### src/rtl/hrt_pkg.sv
// Shared types, widths and constants for the history ratio table.
package hrt_pkg;

    // Default table geometry.
    localparam int SIDES_DEF       = 2;
    localparam int PIECE_TYPES_DEF = 6;
    localparam int SQUARES_DEF     = 64;

    // Field and datapath widths.
    localparam int KIND_W   = 3;
    localparam int PIECE_W  = 3;
    localparam int SQUARE_W = 6;
    localparam int DEPTH_W  = 7;
    localparam int WEIGHT_W = 2 * DEPTH_W;
    localparam int PSQ_W    = 16;
    localparam int CNT_W    = 32;
    localparam int SCORE_W  = 31;

    // Score numerator is the cutoff counter scaled up by this shift.
    localparam int SCORE_SHIFT = 5;
    localparam int NUM_W       = CNT_W + SCORE_SHIFT;

    // Load seeding.
    localparam int LOAD_OFFSET = 50;
    localparam int LOAD_MAX    = 1000;
    localparam int LOAD_W      = 10;
    localparam int LOAD_SHIFT  = 9;
    localparam logic [CNT_W-1:0] USE_SEED = CNT_W'(65536);

    localparam logic [SCORE_W-1:0] SCORE_MAX = {SCORE_W{1'b1}};
    localparam logic [CNT_W-1:0]   CNT_MAX   = {CNT_W{1'b1}};

    typedef enum logic [KIND_W-1:0] {
        KIND_LOAD   = 3'd0,
        KIND_CUTOFF = 3'd1,
        KIND_USE    = 3'd2,
        KIND_SCALE  = 3'd3,
        KIND_QUERY  = 3'd4
    } t_kind;

endpackage

### src/rtl/hrt_div.sv
// Restoring divider that produces one quotient bit per cycle.
module hrt_div (
    input  logic                      i_clk,
    input  logic                      i_rst_n,
    input  logic                      i_start,
    input  logic [hrt_pkg::NUM_W-1:0] i_num,
    input  logic [hrt_pkg::CNT_W-1:0] i_den,
    output logic                      o_done,
    output logic [hrt_pkg::NUM_W-1:0] o_quo
);
    import hrt_pkg::*;

    localparam int STEP_W = $clog2(NUM_W + 1);

    logic              r_busy;
    logic              n_busy;
    logic [STEP_W-1:0] r_step;
    logic [STEP_W-1:0] n_step;
    logic              r_done;
    logic              n_done;
    logic [CNT_W-1:0]  r_rem;
    logic [CNT_W-1:0]  n_rem;
    logic [NUM_W-1:0]  r_quo;
    logic [NUM_W-1:0]  n_quo;
    logic [CNT_W-1:0]  r_den;
    logic [CNT_W-1:0]  n_den;

    logic [CNT_W:0]    w_rem_sh;
    logic              w_ge;
    logic [CNT_W:0]    w_diff;

    // The remainder stays below the divisor, so the shifted value fits one extra bit.
    assign w_rem_sh = {r_rem, r_quo[NUM_W-1]};
    assign w_ge     = w_rem_sh >= {1'b0, r_den};
    assign w_diff   = w_rem_sh - {1'b0, r_den};

    always_comb begin
        n_busy = r_busy;
        n_step = r_step;
        n_done = 1'b0;
        n_rem  = r_rem;
        n_quo  = r_quo;
        n_den  = r_den;
        if (i_start) begin
            n_busy = 1'b1;
            n_step = STEP_W'(NUM_W);
            n_rem  = '0;
            n_quo  = i_num;
            n_den  = i_den;
        end else if (r_busy) begin
            n_rem  = w_ge ? w_diff[CNT_W-1:0] : w_rem_sh[CNT_W-1:0];
            n_quo  = {r_quo[NUM_W-2:0], w_ge};
            n_step = r_step - STEP_W'(1);
            if (r_step == STEP_W'(1)) begin
                n_busy = 1'b0;
                n_done = 1'b1;
            end
        end
    end

    always_ff @(posedge i_clk) begin
        if (!i_rst_n) begin
            r_busy <= 1'b0;
            r_done <= 1'b0;
        end else begin
            r_busy <= n_busy;
            r_done <= n_done;
        end
        r_step <= n_step;
        r_rem  <= n_rem;
        r_quo  <= n_quo;
        r_den  <= n_den;
    end

    assign o_done = r_done;
    assign o_quo  = r_quo;

endmodule

### config.mk
export PLATFORM = sky130hd
export DESIGN_NAME = hrt_div
export DESIGN_NICKNAME = d
export VERILOG_FILES = /design/src/rtl/hrt_pkg.sv /design/src/rtl/hrt_div.sv
export SDC_FILE = /design/constraint.sdc
export NUM_CORES = 1
export LEC_CHECK = 0
export ABC_AREA = 1
export BUFFER_PORTS_ARGS = -buffer_cell sky130_fd_sc_hd__buf_2
export CAP_MARGIN = 20
export CORE_MARGIN = 2
export CORE_UTILIZATION = 25
export CTS_BUF_LIST = sky130_fd_sc_hd__clkbuf_4 sky130_fd_sc_hd__clkbuf_8
export CTS_CLUSTER_DIAMETER = 100
export DETAILED_ROUTE_END_ITERATION = 10
export PLACE_DENSITY = 0.47
export SLEW_MARGIN = 5
export SYNTH_ARGS = -nofsm -noshare
export SYNTH_HDL_FRONTEND = slang
export SYNTH_SLANG_ARGS = --single-unit
### constraint.sdc
create_clock -name i_clk -period 5.6 [get_ports i_clk]
set_input_delay 1.12 -clock i_clk [delete_from_list [all_inputs] [get_ports i_clk]]
set_output_delay 1.12 -clock i_clk [all_outputs]
set_load 0.03 [all_outputs]
==> impl_metrics.tcl <==
set metrics [dict create \
    status "finished clean" \
    timing.setup.critical_path_class "primary input to flop" \
    holdWs_ps 476 \
    endpoint_kind "flop" \
    number_of_buffers_on_the_longest_clock_path 2 \
    htree_num_levels 3 \
    setup.worst_path.end "o_quo[11]" \
    critical_r2r_capture "r_rem[12]" \
    multi_input_area_um2 3400 \
    hold_buffers 0 \
    yosys.area_share.simple_pct 36.1 \
    synth.most_common_cell "nand2_1" \
    detail-route-antenna-nets 0 \
    area_delta_synth_final_pct 16.2 \
    synth.cell_area_um2 7110 \
    syn_inst 1022 \
    port_buffers 109 \
    power.density_cell_area_nw_per_um2 214 \
    maxSlewViolCount 0 \
    global_route.usage.total_pct 13.4 \
    timing.final.ws_setup_ps 2850 \
    synth_commonest_cells "427 x nand2_1, 187 x inv_1, 78 x nand3_1" \
    route.detailed.wl_per_inst_um 13.0 \
    grt_max_degree 49 \
    gp_congestion 0.833 \
    grt_pass1_vias 6398 \
    post-synth-top-area-fraction_pct 29.1 \
    startpoint_type "primary input" \
    first_pass_grt_wire_length_mm 32.4 \
    netlist.top_cell.by_area "edfxtp_1" \
    ys_seq_area_share_pct 40.4 \
    yosys_register_bits 109 \
    worst-endpoint-arrival_ps 2800 \
    post_cts_resized 0 \
    grt_setup_unrepaired "no" \
    reg2reg_depth 15 \
    antenna_found_initial 3 \
    post_route_cells_drive_above_1_share_pct 13.6 \
    leakagePower_uw 0.00442 \
    synth.yosys.warnings 0 \
    viasPerCell 4.23 \
    clock-root-buffer "clkbuf_8" \
    worst_ir_drop_vdd_uv 111 \
    combinational_family_with_the_most_area_after_synthesis "simple AND/OR/NAND/NOR gates" \
    r2r_setup_slack_ps 2980 \
    total_grt_overflow 0 \
    die_footprint_um2 29800 \
    critical_path.reg2reg.startpoint "r_den[8]" \
    final-setup-viol-count 0 \
    num_vias 6371 \
    drc 0 \
    synth_fp_nets 1129 \
    yosys.area_share.adder_pct 6.27 \
    postSynth.topFlopCell "edfxtp_1" \
    design.core.area_um2 27900 \
    max_cap_viol_count 0 \
    postCtsSetupRepairBufs 0 \
    clock-skew-final_ps 34.5 \
    slew_headroom_pct 32.1 \
    totalWireLength_mm 19.6 \
    place_worst_setup_slack_ps 2330 \
    boundaryPins 110 \
    drt-initial-drc-count 289 \
    seq_area_um2 2870 \
    final_period_util_pct 49.1 \
    synthTopCellsByArea "edfxtp_1 29%, nand2_1 23%, dfxtp_1 11%, inv_1 9.9%, ha_1 6.0%" \
    detailedPlacementHpwl_mm 14.8 \
    yosys-mux-area-fraction_pct 0 \
    tritoncts "built" \
    cts.reportedPaths.clkPinSlew_ps 120 \
    worst-endpoint-required_ps 5650 \
    die_width_um 173 \
    initial_utilization_pct 25.5 \
    final.min_clock_period_ps 2750 \
    insertion_delay_ps 430 \
    clock_sinks 109 \
    synth_async_sr_flop_share_pct 0 \
    detailedRoute.firstPassIterationCount 5 \
    synth_compound_area_share_pct 3.57 \
    synth_cell_type_count 35 \
    layout_filler_cell_count 3136 \
    setup-tns-final_ps 0 \
    hp-class "flop to flop" \
    synth_xor_xnor_area_share_pct 1.73 \
    tightestPinTransition_ps 1020 \
    maxClockFrequency_mhz 364 \
    beginning_of_the_critical_path "i_start" \
    fp-row-count 61 \
    inserted_clock_buffers 9 \
    post_synth.cell_area_avg_um2 6.96 \
    synth_edf_count 69 \
    cp_max_fo 48 \
    layout.nets 1229 \
    timing_hold_violations_final 0 \
    die_height_um 173 \
]
## worst min path at each step
stage / from / end / slack, ps / cells after the start
floorplan: r_rem[9] / r_rem[9] / 440 / 2
global placement: r_rem[13] / r_rem[13] / 460 / 2
detailed placement: r_rem[10] / r_rem[10] / 460 / 2
CTS: r_rem[10] / r_rem[10] / 480 / 2
global route: r_rem[22] / r_rem[22] / 490 / 2
finish: r_rem[13] / r_rem[13] / 480 / 2
## worst max-delay path: stages
cell    delay [ps]
buf_2          520
nor2_1          80
buf_4          250
inv_2          760
## report_power, final
group / switching, uW / leakage, uW / internal, uW
sequential: 25.3 / 0.00102 / 913
clock: 349 / 0.000109 / 186
combinational: 204 / 0.00330 / 91.2
## sequential cells by signal (all words and copies together) (netlist names)
name / cells
o_quo: 37
o_done: 1
r_den: 32
r_step: 6
r_busy: 1
r_rem: 32
## layer usage
metal | up-vias | wire length (um) | track usage [%]
met5 | - | 27 | 0
met4 | 4 | 178 | 2.49
met3 | 18 | 1150 | 3.58
met2 | 135 | 8520 | 21.4
met1 | 2863 | 9770 | 18.1
li1 | 3351 | - | -
## cells by family (layout without fill, tap and decap cells)
logic type | Yosys count | in the layout
compound gates | 47 | 47
xor+xnor | 14 | 14
fa+ha+maj | 35 | 35
buf+inv | 212 | 317
flops | 109 | 109
other cells | 0 | 1
simple gates | 605 | 605
## stage by stage
| step | total power, uW | cell area, um2 | util, % | instances |
|---|---|---|---|---|
| floorplan | 1140 | 7110 | - | 1022 |
| global placement | 1260 | 8020 | 28.8 | 1488 |
| detailed placement | 1250 | 8020 | 28.8 | 1488 |
| CTS | 1810 | 8240 | 29.6 | 1504 |
| global route | 1860 | 8260 | 29.6 | 1505 |
| finish | 1770 | 8260 | 29.6 | 1506 |
## layout make-up
cell class,count,share of cell area [%]
diodes,1,0.0303
clock buffers,9,1.50
clock inverters,7,1.17
inverters,188,8.54
multi-input cells,701,41.1
flip-flops and latches,109,34.8
well taps,378,5.73
repair buffers,113,7.12
## placed cells by master (no fill, tap or decap), types with 8 or more instances in the layout
cell,synthesis,routed
inv_1,187,186
nor2_1,46,45
nand4_1,8,8
nand3_1,78,78
o21ai_0,9,9
clkbuf_8,0,9
o21ai_1,8,8
a21oi_1,22,22
dfxtp_1,40,40
edfxtp_1,69,69
xnor2_1,13,13
nand2_1,427,427
buf_2,4,109
ha_1,34,34
nand3b_1,16,16
Power figures use the tool's default switching activity.
